===== src/rtl/tets_pkg.sv =====
`default_nettype none
// ----------------------------------------------------------------------------
// tets_pkg
// Types, constants and the half-to-single widening function shared by the
// tensor element converter.
// ----------------------------------------------------------------------------
package tets_pkg;

    typedef enum logic [1:0] {
        FMT_SINGLE = 2'd0,
        FMT_HALF   = 2'd1,
        FMT_BF16   = 2'd2,
        FMT_UNSUP  = 2'd3
    } t_fmt;

    localparam int unsigned ELEM_W    = 32;
    localparam int unsigned HALF_W    = 16;
    localparam int unsigned H_FRAC_W  = 10;
    localparam int unsigned H_EXP_W   = 5;
    localparam int unsigned S_EXP_W   = 8;
    localparam int unsigned FRAC_PAD  = 13;
    localparam int unsigned EXP_REBIAS = 112;
    localparam logic [H_EXP_W-1:0] H_EXP_MAX = 5'h1F;
    localparam logic [S_EXP_W-1:0] S_EXP_MAX = 8'hFF;

    localparam int unsigned PADDR_W = 3;
    localparam int unsigned PDATA_W = 32;
    localparam logic [PADDR_W-3:0] REG_FORMAT = 1'b0;

    // shift count for a subnormal fraction: leading zeros plus the hidden bit
    function automatic logic [3:0] sub_shift(input logic [H_FRAC_W-1:0] frac);
        logic [3:0] lz;
        lz = 4'(H_FRAC_W);
        for (int i = 0; i < H_FRAC_W; i++) begin
            if (frac[i]) begin
                lz = 4'(H_FRAC_W - 1 - i);
            end
        end
        return 4'(lz + 4'd1);
    endfunction

    function automatic logic [ELEM_W-1:0] half_to_single(input logic [HALF_W-1:0] h);
        logic                sign;
        logic [H_EXP_W-1:0]  ex;
        logic [H_FRAC_W-1:0] fr;
        logic [3:0]          sh;
        logic [H_FRAC_W:0]   fr_norm;
        logic [S_EXP_W-1:0]  s_exp;
        logic [ELEM_W-1:0]   res;
        sign    = h[HALF_W-1];
        ex      = h[HALF_W-2 -: H_EXP_W];
        fr      = h[H_FRAC_W-1:0];
        sh      = sub_shift(fr);
        fr_norm = {1'b0, fr} << sh;
        if (ex == '0) begin
            if (fr == '0) begin
                res = {sign, 31'd0};
            end else begin
                s_exp = S_EXP_W'(EXP_REBIAS + 1) - S_EXP_W'(sh);
                res   = {sign, s_exp, fr_norm[H_FRAC_W-1:0], FRAC_PAD'(0)};
            end
        end else if (ex == H_EXP_MAX) begin
            res = {sign, S_EXP_MAX, fr, FRAC_PAD'(0)};
        end else begin
            s_exp = S_EXP_W'(ex) + S_EXP_W'(EXP_REBIAS);
            res   = {sign, s_exp, fr, FRAC_PAD'(0)};
        end
        return res;
    endfunction

endpackage
`default_nettype wire


===== src/rtl/tets_in_if.sv =====
`default_nettype none
// ----------------------------------------------------------------------------
// tets_in_if
// Valid/ready channel carrying one raw tensor element per item.
// ----------------------------------------------------------------------------
interface tets_in_if;
    logic        valid;
    logic        ready;
    logic [31:0] raw_element;
    logic        final_element;

    modport source (output valid, output raw_element, output final_element, input ready);
    modport sink   (input valid, input raw_element, input final_element, output ready);
endinterface
`default_nettype wire


===== src/rtl/tets_out_if.sv =====
`default_nettype none
// ----------------------------------------------------------------------------
// tets_out_if
// Valid/ready channel carrying one single-precision result per item.
// ----------------------------------------------------------------------------
interface tets_out_if;
    logic        valid;
    logic        ready;
    logic [31:0] single_bits;
    logic        final_flag;
    logic        format_error;

    modport source (output valid, output single_bits, output final_flag,
                    output format_error, input ready);
    modport sink   (input valid, input single_bits, input final_flag,
                    input format_error, output ready);
endinterface
`default_nettype wire


===== src/rtl/tensor_element_to_single.sv =====
`default_nettype none
// ----------------------------------------------------------------------------
// tensor_element_to_single
// Converts raw tensor elements (single, half or bfloat16) to IEEE single.
// ----------------------------------------------------------------------------
// One item is taken per cycle while the output is not stalled: an input
// register holds the raw element and a result register holds the
// converted word, with the half-precision leading-zero count and exponent
// rebias in the logic between them. Each stage advances whenever it is empty
// or its downstream side takes an item, so a full stream runs at one item per
// cycle. The element format register is at byte address 0 of the APB port and
// should only be written while no items are in flight.
module tensor_element_to_single (
    input  wire logic                           i_clk,
    input  wire logic                           i_rst_n,
    tets_in_if.sink                             i_elem,
    tets_out_if.source                          o_single,
    input  wire logic                           psel,
    input  wire logic                           penable,
    input  wire logic                           pwrite,
    input  wire logic [tets_pkg::PADDR_W-1:0]   paddr,
    input  wire logic [tets_pkg::PDATA_W-1:0]   pwdata,
    output logic      [tets_pkg::PDATA_W-1:0]   prdata,
    output logic                                pready
);

    tets_pkg::t_fmt r_fmt;
    logic           cfg_wr;
    logic           cfg_sel;

    logic        r_s1_valid;
    logic [31:0] r_s1_raw;
    logic        r_s1_final;
    logic        s1_ready;

    logic        r_s2_valid;
    logic [31:0] r_s2_bits;
    logic        r_s2_final;
    logic        r_s2_err;
    logic        s2_ready;

    logic [31:0] n_bits;
    logic        n_err;

    // configuration
    assign pready  = 1'b1;
    assign cfg_sel = (paddr[tets_pkg::PADDR_W-1:2] == tets_pkg::REG_FORMAT);
    assign cfg_wr  = psel && penable && pwrite && pready && cfg_sel;

    always_ff @(posedge i_clk) begin
        if (!i_rst_n) begin
            r_fmt <= tets_pkg::FMT_SINGLE;
        end else if (cfg_wr) begin
            r_fmt <= tets_pkg::t_fmt'(pwdata[1:0]);
        end
    end

    always_comb begin
        prdata = '0;
        if (cfg_sel) begin
            prdata[1:0] = r_fmt;
        end
    end

    // stage handshakes
    assign s2_ready       = !r_s2_valid || o_single.ready;
    assign s1_ready       = !r_s1_valid || s2_ready;
    assign i_elem.ready   = s1_ready;

    always_ff @(posedge i_clk) begin
        if (!i_rst_n) begin
            r_s1_valid <= 1'b0;
        end else if (s1_ready) begin
            r_s1_valid <= i_elem.valid;
        end
    end

    always_ff @(posedge i_clk) begin
        if (s1_ready && i_elem.valid) begin
            r_s1_raw   <= i_elem.raw_element;
            r_s1_final <= i_elem.final_element;
        end
    end

    // conversion
    always_comb begin
        n_bits = '0;
        n_err  = 1'b0;
        case (r_fmt)
            tets_pkg::FMT_SINGLE: n_bits = r_s1_raw;
            tets_pkg::FMT_HALF:   n_bits = tets_pkg::half_to_single(r_s1_raw[15:0]);
            tets_pkg::FMT_BF16:   n_bits = {r_s1_raw[15:0], 16'd0};
            default:              n_err  = 1'b1;
        endcase
    end

    always_ff @(posedge i_clk) begin
        if (!i_rst_n) begin
            r_s2_valid <= 1'b0;
        end else if (s2_ready) begin
            r_s2_valid <= r_s1_valid;
        end
    end

    always_ff @(posedge i_clk) begin
        if (s2_ready && r_s1_valid) begin
            r_s2_bits  <= n_bits;
            r_s2_final <= r_s1_final;
            r_s2_err   <= n_err;
        end
    end

    assign o_single.valid        = r_s2_valid;
    assign o_single.single_bits  = r_s2_bits;
    assign o_single.final_flag   = r_s2_final;
    assign o_single.format_error = r_s2_err;

    // checks
    a_err_zero: assert property (@(posedge i_clk) disable iff (!i_rst_n)
        (r_s2_valid && r_s2_err) |-> (r_s2_bits == '0))
        else $error("format error item carries non-zero bits");

    a_s1_to_s2: assert property (@(posedge i_clk) disable iff (!i_rst_n)
        (r_s1_valid && s2_ready) |=> r_s2_valid)
        else $error("stage one item lost on its way to the result register");

    a_cfg_write: assert property (@(posedge i_clk) disable iff (!i_rst_n)
        cfg_wr |=> (r_fmt == tets_pkg::t_fmt'($past(pwdata[1:0]))))
        else $error("format register not updated by write");

endmodule
`default_nettype wire

===== src/flat_wrapper.sv =====
// flat-port wrapper written by rule: the top's interface ports become plain ports
module tensor_element_to_single_flat 
  (i_clk, i_rst_n, psel, penable, pwrite, paddr, pwdata, prdata, pready, i_elem_valid, i_elem_raw_element, i_elem_final_element, i_elem_ready, o_single_valid, o_single_single_bits, o_single_final_flag, o_single_format_error, o_single_ready);
  tets_in_if i_elem_i ();
  tets_out_if o_single_i ();
  input  wire logic i_clk;
  input  wire logic i_rst_n;
  input  wire logic psel;
  input  wire logic penable;
  input  wire logic pwrite;
  input  wire logic [tets_pkg::PADDR_W-1:0] paddr;
  input  wire logic [tets_pkg::PDATA_W-1:0] pwdata;
  output logic      [tets_pkg::PDATA_W-1:0] prdata;
  output logic pready;
  input wire logic [$bits(i_elem_i.valid)-1:0] i_elem_valid;
  input wire logic [$bits(i_elem_i.raw_element)-1:0] i_elem_raw_element;
  input wire logic [$bits(i_elem_i.final_element)-1:0] i_elem_final_element;
  output wire logic [$bits(i_elem_i.ready)-1:0] i_elem_ready;
  output wire logic [$bits(o_single_i.valid)-1:0] o_single_valid;
  output wire logic [$bits(o_single_i.single_bits)-1:0] o_single_single_bits;
  output wire logic [$bits(o_single_i.final_flag)-1:0] o_single_final_flag;
  output wire logic [$bits(o_single_i.format_error)-1:0] o_single_format_error;
  input wire logic [$bits(o_single_i.ready)-1:0] o_single_ready;
  assign i_elem_i.valid = i_elem_valid;
  assign i_elem_i.raw_element = i_elem_raw_element;
  assign i_elem_i.final_element = i_elem_final_element;
  assign i_elem_ready = i_elem_i.ready;
  assign o_single_valid = o_single_i.valid;
  assign o_single_single_bits = o_single_i.single_bits;
  assign o_single_final_flag = o_single_i.final_flag;
  assign o_single_format_error = o_single_i.format_error;
  assign o_single_i.ready = o_single_ready;
  tensor_element_to_single u_core (.i_clk(i_clk), .i_rst_n(i_rst_n), .i_elem(i_elem_i), .o_single(o_single_i), .psel(psel), .penable(penable), .pwrite(pwrite), .paddr(paddr), .pwdata(pwdata), .prdata(prdata), .pready(pready));
endmodule

===== config.mk =====
export PLATFORM = sky130hd
export DESIGN_NAME = tensor_element_to_single_flat
export DESIGN_NICKNAME = d
export VERILOG_FILES = /design/src/rtl/tets_pkg.sv /design/src/rtl/tets_in_if.sv /design/src/rtl/tets_out_if.sv /design/src/rtl/tensor_element_to_single.sv /design/src/flat_wrapper.sv
export SDC_FILE = /design/constraint.sdc
export NUM_CORES = 1
export LEC_CHECK = 0
export ABC_AREA = 0
export BUFFER_PORTS_ARGS = -buffer_cell sky130_fd_sc_hd__buf_2
export CAP_MARGIN = 20
export CELL_PAD_IN_SITES_DETAIL_PLACEMENT = 1
export CELL_PAD_IN_SITES_GLOBAL_PLACEMENT = 1
export CORE_ASPECT_RATIO = 0.8
export CORE_MARGIN = 1
export CORE_UTILIZATION = 40
export DETAILED_ROUTE_END_ITERATION = 10
export HOLD_SLACK_MARGIN = 0.1
export PLACE_DENSITY_LB_ADDON = 0.2
export RECOVER_POWER = 100
export SYNTH_ARGS = -nofsm -noshare
export SYNTH_HDL_FRONTEND = slang
export SYNTH_SLANG_ARGS = --single-unit

===== constraint.sdc =====
create_clock -name i_clk -period 7.2 [get_ports i_clk]
set_input_delay 1.08 -clock i_clk [delete_from_list [all_inputs] [get_ports i_clk]]
set_output_delay 1.08 -clock i_clk [all_outputs]
set_load 0.02 [all_outputs]

==> results of run 1 <==
## metal layers
metal	vias to the layer above	part of all wire [%]	track usage (%)
met5	-	0	0
met4	0	1.3	6.67
met1	1249	48	28.5
li1	1277	-	-
met3	11	6.4	4.73
met2	111	44	30.3
## power groups by stage
stage          sequential [mW]  combinational, mW  clock [mW]
2_1_floorplan            0.509             0.0962           0
3_3_place_gp             0.508              0.125           0
3_5_place_dp             0.509              0.126           0
4_1_cts                  0.501              0.127       0.476
5_1_grt                  0.505              0.133       0.492
6_report                 0.502              0.121       0.466
## worst paths after layout
path	endpoint	depth (start not counted)	slack, ns
worst min-delay path	u_core.o_single.final_flag	0	0.42
worst max-delay path	u_core.o_single.single_bits[26]	11	3.16
worst min register to register	u_core.o_single.final_flag	0	0.42
worst max register to register	u_core.o_single.single_bits[26]	11	3.16
## per-stage QoR
step | setup slack (ns) | hold WS, ns | util [%] | instance area, sq um | power (mW)
after detailed placement | 3.85 | 0.406 | 45.3 | 4110 | 0.635
after global routing | 2.81 | 0.421 | 47.7 | 4330 | 1.13
after global placement | 3.85 | 0.403 | 45.3 | 4110 | 0.632
after floorplan | 4.08 | 0.400 | - | 3870 | 0.605
after CTS | 3.82 | 0.419 | 48.7 | 4420 | 1.10
final | 3.16 | 0.418 | 47.7 | 4330 | 1.09
## flip-flops by register name, indices dropped and copies added, names as in the netlist
name and cells:
u_core.o_single.valid 1, u_core.r_s1_final 1, u_core.o_single.format_error 1, u_core.o_single.single_bits 32, u_core.r_fmt 2, u_core.r_s1_valid 1, u_core.r_s1_raw 32, u_core.o_single.final_flag 1
## placed cells by master, fill, tap and decap left out, drive strengths merged, types with 3 or more instances in the layout
cell and instances:
mux2i 18, edfxtp 67, o21ai 14, o22ai 3, a31oi 4, nand3 6
a21o 3, nand2 13, a211oi 4, clkinv 5, o31ai 3, or4 3
and2 14, o21a 3, mux2 3, nor3 9, dfxtp 4, a221o 3
nor2b 16, nor4 4, nand2b 9, conb 31, o211ai 3, a21oi 18
nor2 21, buf 39, clkbuf 53
## critical path, cell delays in order (launching register included)
cell      delay (ns)
edfxtp_1        0.62
or2_0           0.34
o211ai_1        0.49
nand2_1         0.39
ha_1            0.67
inv_1           0.28
ha_1            0.29
o31ai_1         0.07
mux2i_1         0.12
a21oi_1         0.20
a211oi_1        0.10
a21o_1          0.21
## layout make-up
type,instances,area share (%)
well taps,115,3.32
clock buffers,9,5.20
clock inverters,7,2.02
flip-flops and latches,71,48.3
repair buffers,83,8.38
multi-input cells,227,32.6
inverters,2,0.173
## cells by family (layout without fill, tap and decap cells)
group | count (synthesis) | in the layout | share of synthesized area (%)
buf+inv | 54 | 101 | 9.11
flops | 71 | 71 | 55.6
simple gates | 102 | 102 | 15.6
mux | 21 | 21 | 5.68
other cells | 2 | 31 | 0.200
compound gates | 69 | 69 | 12.7
xor+xnor | 2 | 2 | 0.466
fa+ha+maj | 2 | 2 | 0.665
==> flow_summary.toml, run 1 <==
[power]
worst_ir_drop_vdd_mv = 0.190
intPower_uw = 820
swShare_pct = 24.7
seqPwrFrac_pct = 46.1
p_sw_uw = 269
power_density_nw_per_um2 = 251
p_leak_nw = 1.57
p_comb_share_pct = 11.1
p_clk_share_pct = 42.8

[route]
drt_first_pass_iters = 4
viasPerCell = 5.15
routed_wl_um = 9160
drc = 0
ant_nets = 0
drtIter0Drc = 149
wl_per_cell_um = 17.8
routed-via-count = 2648

[cts]
htree_num_levels = 3
cts_tree = "built"
cts_setup_buffers = 0
path_clk_slew_ns = 0.06
cts-root-buf = "clkbuf_16"
ctsHoldBuffers = 0
ctsLongestPathBuffers = 2
numCtsBuffers = 9
cts_resized = 0
cts_num_sinks = 71
clk_latency_ns = 0.33

[hold_path]
min_from = "u_core.r_s1_final"
hold_class = "reg -> reg"

[yosys]
synth_area_per_cell_sq_um = 11.7
synthTopCellsByCount = "edfxtp_1 (67), buf_4 (33), nor2_1 (20)"
synth.top_cell.area_share_pct = 53.5
synth_ff_type = "edfxtp_1"
yosys.cell_count.top_type = "edfxtp_1"
synth_edf_count = 67
async_reset_ff_share_pct = 0
ys_seq_area_share_pct = 55.6
yosys-top-cells-area = "edfxtp_1 (53%), buf_4 (6.6%), mux2i_1 (4.8%)"
yosysWarningCount = 0
yosysUniqueCellTypes = 56
syn-cell-area_sq_um = 3760
yosysTopAreaCell = "edfxtp_1"
syn_inst = 323
synth-seq-cells = 71

[timing]
slew_headroom_pct = -95.5
max_freq_mhz = 248
rsz0062_at_grt = "no"
skew_ns = 0.00394
setup_viol = 0
final.min_clock_period_ns = 4.04
finalCritPeriodShare_pct = 56.1
hold_violations = 0
final_max_slew_viol_count = 69
tightestPinTransition_ns = 2.93
finalSetupTns_ns = 0

[final_layout]
final_nets = 471
syn2layout_area_growth_pct = 15.1
drive_gt1_share_pct = 15.5
antenna_cells = 0
multi_input_area_sq_um = 1410
register_area_sq_um = 2090
fillers = 1018
stdcell_count = 514

[status]
status = "complete, but fails checks"
violations = "capacitance limit, slew limit"

[critical_path]
reg2reg_from = "u_core.r_s1_raw[6]"
required_ns = 7.29
end_kind = "flop"
worstSetupPathType = "reg -> reg"
crit_start = "u_core.r_s1_raw[6]"
crit_arrival_ns = 4.12
critPathLaunchType = "flop"
cp_max_fo = 14

[global_routing]
grt_pass1_wl_um = 14700
grt_pass1_vias = 2610
grt_max_degree = 35
grtUsageTotal_pct = 20.0
antenna_found_initial = 0
overflow = 0

[die]
start_util_pct = 41.5
core-area_sq_um = 9080
die_w_um = 110
ioPinCount = 144
die_y_um = 88.8
num_rows = 31
dieArea_sq_um = 9800

[job]
drv_cap = 2

[placement]
place_congestion = 0.855
dp_hpwl_um = 6190
place_inst = 498
io_buffers = 80
Power figures use the tool's default switching activity.
==> run 2: changes to the inputs <==
--- a/config.mk
+++ b/config.mk
@@ -12,7 +12,7 @@
 export CELL_PAD_IN_SITES_GLOBAL_PLACEMENT = 1
 export CORE_ASPECT_RATIO = 0.8
 export CORE_MARGIN = 1
-export CORE_UTILIZATION = 40
+export CORE_UTILIZATION = 34
 export DETAILED_ROUTE_END_ITERATION = 10
 export HOLD_SLACK_MARGIN = 0.1
 export PLACE_DENSITY_LB_ADDON = 0.2
==> constraint.sdc (replaced) <==
create_clock -name i_clk -period 3.3 [get_ports i_clk]
set_input_delay 0.495 -clock i_clk [delete_from_list [all_inputs] [get_ports i_clk]]
set_output_delay 0.495 -clock i_clk [all_outputs]
set_load 0.02 [all_outputs]
==> flow_summary.toml, run 2 (synthesis gave the netlist of run 1 again) <==
[final_layout]
final_nets = 484
multi_input_area_sq_um = 1440
register_area_sq_um = 2090
fillers = 1169
final_common_cell = "edfxtp_1"
design_area_sq_um = 4420
final_util_pct = 42.2
drive_gt1_share_pct = 19.0
final_cell_mix = "edfxtp_1 (67), clkbuf_1 (46), buf_2 (42)"
syn2layout_area_growth_pct = 17.5
antenna_cells = 0

[route]
routed_wl_um = 9350
routed-via-count = 2725
drtIter0Drc = 203
drc = 0
wl_per_cell_um = 17.0
ant_nets = 0
viasPerCell = 4.95
drt_first_pass_iters = 5

[critical_path]
crit_start = "u_core.r_s1_raw[8]"
critPathLaunchType = "flop"
worstSetupPathType = "reg -> reg"
crit_arrival_ns = 3.06
required_ns = 3.40
reg2reg_slack_ns = 0.35
reg2reg_from = "u_core.r_s1_raw[8]"
cp_max_fo = 12
end_kind = "flop"

[job]
drv_cap = 2

[placement]
place_congestion = 0.873
place_area_sq_um = 4240
pre_cts_slack_ns = 0.508
io_buffers = 80
dp_hpwl_um = 6670

[cts]
path_clk_slew_ns = 0.05
clk_latency_ns = 0.33
numCtsBuffers = 9
cts-root-buf = "clkbuf_16"
cts_num_sinks = 71
ctsLongestPathBuffers = 2
cts_tree = "built"
cts_setup_buffers = 0
htree_num_levels = 3
ctsHoldBuffers = 0
cts_resized = 0

[power]
swShare_pct = 25.5
p_sw_uw = 566
worst_ir_drop_vdd_mv = 0.288
seqPwrFrac_pct = 48.5
intPower_mw = 1.65
p_leak_nw = 1.60
p_comb_share_pct = 13.5
p_clk_share_pct = 38.0
power_density_nw_per_um2 = 501

[global_routing]
grt_pass1_vias = 2636
grt_pass1_wl_um = 14700
antenna_found_initial = 0
grt_max_degree = 35
overflow = 0
grtUsageTotal_pct = 17.2

[timing]
rsz0062_at_grt = "no"
setup_viol = 0
final_max_slew_viol_count = 69
setup_ws_ns = 0.347
finalCritPeriodShare_pct = 89.5
max_freq_mhz = 339
slew_headroom_pct = -27.0
hold_violations = 0
finalSetupTns_ns = 0
skew_ns = 0.00507
tightestPinTransition_ns = 1.91
final.min_clock_period_ns = 2.95
holdWs_ns = 0.336

[die]
dieArea_sq_um = 11500
ioPinCount = 144
num_rows = 33
start_util_pct = 35.9
die_w_um = 120
die_y_um = 96.1
core-area_sq_um = 10500

[hold_path]
min_from = "i_elem_raw_element[1]"
hold_class = "in -> reg"

[status]
violations = "capacitance limit, slew limit"
status = "complete, but fails checks"
[run 2: worst paths after layout]
check        depth (start not counted)                              end
max reg2reg                         10  u_core.o_single.single_bits[22]
min                                  1               u_core.r_s1_raw[1]
max                                 10  u_core.o_single.single_bits[22]
min reg2reg                          0       u_core.o_single.final_flag
[run 2: per-layer routing]
layer,track usage (%),share of wire [%],wire length (um),up-vias
li1,-,-,-,1306
met1,24.5,49,4620,1323
met2,25.1,44,4120,90
met3,4.62,5.8,541,6
met4,6.15,0.86,80,0
met5,0,0,0,-
[run 2: power groups by stage]
stage	sequential (mW)	clock, mW	combinational, mW
2_1_floorplan	1.11	0	0.210
3_3_place_gp	1.09	0	0.306
3_5_place_dp	1.09	0	0.310
4_1_cts	1.07	0.868	0.311
5_1_grt	1.08	0.892	0.330
6_report	1.07	0.842	0.300
[run 2: area by class of cell]
type                    count  area share (%)
clock buffers              13            5.43
flip-flops and latches     71            47.3
well taps                 140            3.96
repair buffers             96            10.4
inverters                   2           0.170
clock inverters             2           0.283
multi-input cells         227            32.5
[run 2: through the flow]
step                total power, mW  cells
finish                         2.22    551
global route                   2.30    551
CTS                            2.25    551
detailed placement             1.40    536
global placement               1.40    536
floorplan                      1.32    352
[run 2: worst max-delay path, cell delays in order (launching register included)]
cell,delay (ns)
edfxtp_1,0.38
buf_4,0.20
nand2b_1,0.23
o211ai_4,0.19
nand2_4,0.15
ha_1,0.41
inv_2,0.20
and3_1,0.18
a211oi_1,0.05
or4_1,0.41
o21ai_0,0.33
==> run 3: changes to the inputs <==
--- a/config.mk
+++ b/config.mk
@@ -15,6 +15,7 @@
 export CORE_UTILIZATION = 34
 export DETAILED_ROUTE_END_ITERATION = 10
 export HOLD_SLACK_MARGIN = 0.1
+export MAX_ROUTING_LAYER = met4
 export PLACE_DENSITY_LB_ADDON = 0.2
 export RECOVER_POWER = 100
 export SYNTH_ARGS = -nofsm -noshare
==> flow_summary.toml, run 3 (synthesis gave the netlist of run 1 again) <==
[status]
status = "complete, but fails checks"
violations = "capacitance limit, slew limit"

[placement]
dp_hpwl_um = 6680
io_buffers = 80
place_congestion = 0.917

[critical_path]
worstSetupPathType = "reg -> reg"
critPathLaunchType = "flop"
required_ns = 3.39
ff2ff_path_depth = 11
crit_end = "u_core.o_single.single_bits[26]"
crit_start = "u_core.r_s1_raw[6]"
cp_max_fo = 8
reg2reg_slack_ns = 0.34
crit_arrival_ns = 3.05
reg2reg_to = "u_core.o_single.single_bits[26]"
end_kind = "flop"
reg2reg_from = "u_core.r_s1_raw[6]"

[final_layout]
drive_gt1_share_pct = 19.6
register_area_sq_um = 2090
fillers = 1160
multi_input_area_sq_um = 1440
final_common_cell = "edfxtp_1"
final_nets = 485
final_cell_mix = "edfxtp_1 (67), clkbuf_1 (44), buf_2 (42)"
antenna_cells = 0
syn2layout_area_growth_pct = 19.0

[route]
routed-via-count = 2728
wl_per_cell_um = 17.2
drt_first_pass_iters = 4
routed_wl_um = 9540
viasPerCell = 4.93
drtIter0Drc = 197
ant_nets = 0
drc = 0

[job]
drv_cap = 2

[cts]
cts_resized = 0
ctsHoldBuffers = 0
clk_latency_ns = 0.34
cts-root-buf = "clkbuf_16"
cts_num_sinks = 71
cts_setup_buffers = 0
path_clk_slew_ns = 0.06
numCtsBuffers = 9
ctsLongestPathBuffers = 2
htree_num_levels = 3
cts_tree = "built"

[die]
num_rows = 33
dieArea_sq_um = 11500
start_util_pct = 35.9
ioPinCount = 144
die_w_um = 120
core-area_sq_um = 10500
die_y_um = 96.1

[timing]
slew_headroom_pct = -31.2
max_freq_mhz = 338
setup_viol = 0
rsz0062_at_grt = "no"
finalSetupTns_ns = 0
tightestPinTransition_ns = 1.97
hold_violations = 0
skew_ns = 0.00906
final.min_clock_period_ns = 2.96
final_max_slew_viol_count = 69
finalCritPeriodShare_pct = 89.6

[global_routing]
antenna_found_initial = 0
grt_pass1_wl_um = 14900
overflow = 0
grtUsageTotal_pct = 18.1
grt_pass1_vias = 2723
grt_max_degree = 35

[power]
worst_ir_drop_vdd_mv = 0.232
power_density_nw_per_um2 = 524
power.total_mw = 2.34
p_leak_nw = 1.64

[hold_path]
hold_class = "in -> reg"
==> run 3: critical path, cell delays in order (launching register included) <==
cell and delay (ns):
edfxtp_1 0.37, or2_1 0.28, o211ai_4 0.33, nand2_4 0.16
ha_1 0.45, inv_1 0.21, ha_1 0.27, o31ai_1 0.06
mux2i_1 0.11, a21oi_1 0.15, a211oi_1 0.09, a21o_1 0.22
==> run 3: per-stage QoR <==
step	util, %	cells	worst slack [ns]	hold slack [ns]	instance area [sq um]
floorplan	-	352	0.687	0.400	3870
global placement	40.5	537	0.482	0.405	4250
detailed placement	40.5	537	0.473	0.407	4250
CTS	43.3	553	0.433	0.317	4540
global route	42.7	553	0.192	0.317	4480
finish	42.7	553	0.344	0.329	4480
==> run 3: routing by layer <==
layer,track usage [%],vias to the layer above,part of all wire (%)
met4,7.19,0,1.5
met5,-,-,0
met3,4.62,13,5.8
met2,26.4,95,43
li1,-,1298,-
met1,24.1,1322,49
==> run 3: layout make-up <==
class | instances | share of cell area [%]
Clock inverter | 3 | 0.978
Clock buffer | 13 | 5.59
Inverter | 2 | 0.168
Sequential cell | 71 | 46.7
Multi-Input combinational cell | 227 | 32.2
Timing Repair Buffer | 97 | 10.5
Tap cell | 140 | 3.91
==> run 3: worst min path at each step <==
stage / from / depth (start not counted) / end
6_report: i_elem_raw_element[15] / 1 / u_core.r_s1_raw[15]
5_1_grt: i_elem_raw_element[3] / 1 / u_core.r_s1_raw[3]
4_1_cts: i_elem_raw_element[20] / 1 / u_core.r_s1_raw[20]
3_5_place_dp: u_core.r_s1_final / 0 / u_core.o_single.final_flag
3_3_place_gp: u_core.r_s1_final / 0 / u_core.o_single.final_flag
2_1_floorplan: u_core.r_s1_final / 0 / u_core.o_single.final_flag
==> run 3: power by group <==
part	internal [mW]	leakage [nW]	switching, mW
sequential	1.05	0.675	0.0279
clock	0.606	0.144	0.359
combinational	0.103	0.819	0.203
total	1.76	1.64	0.589
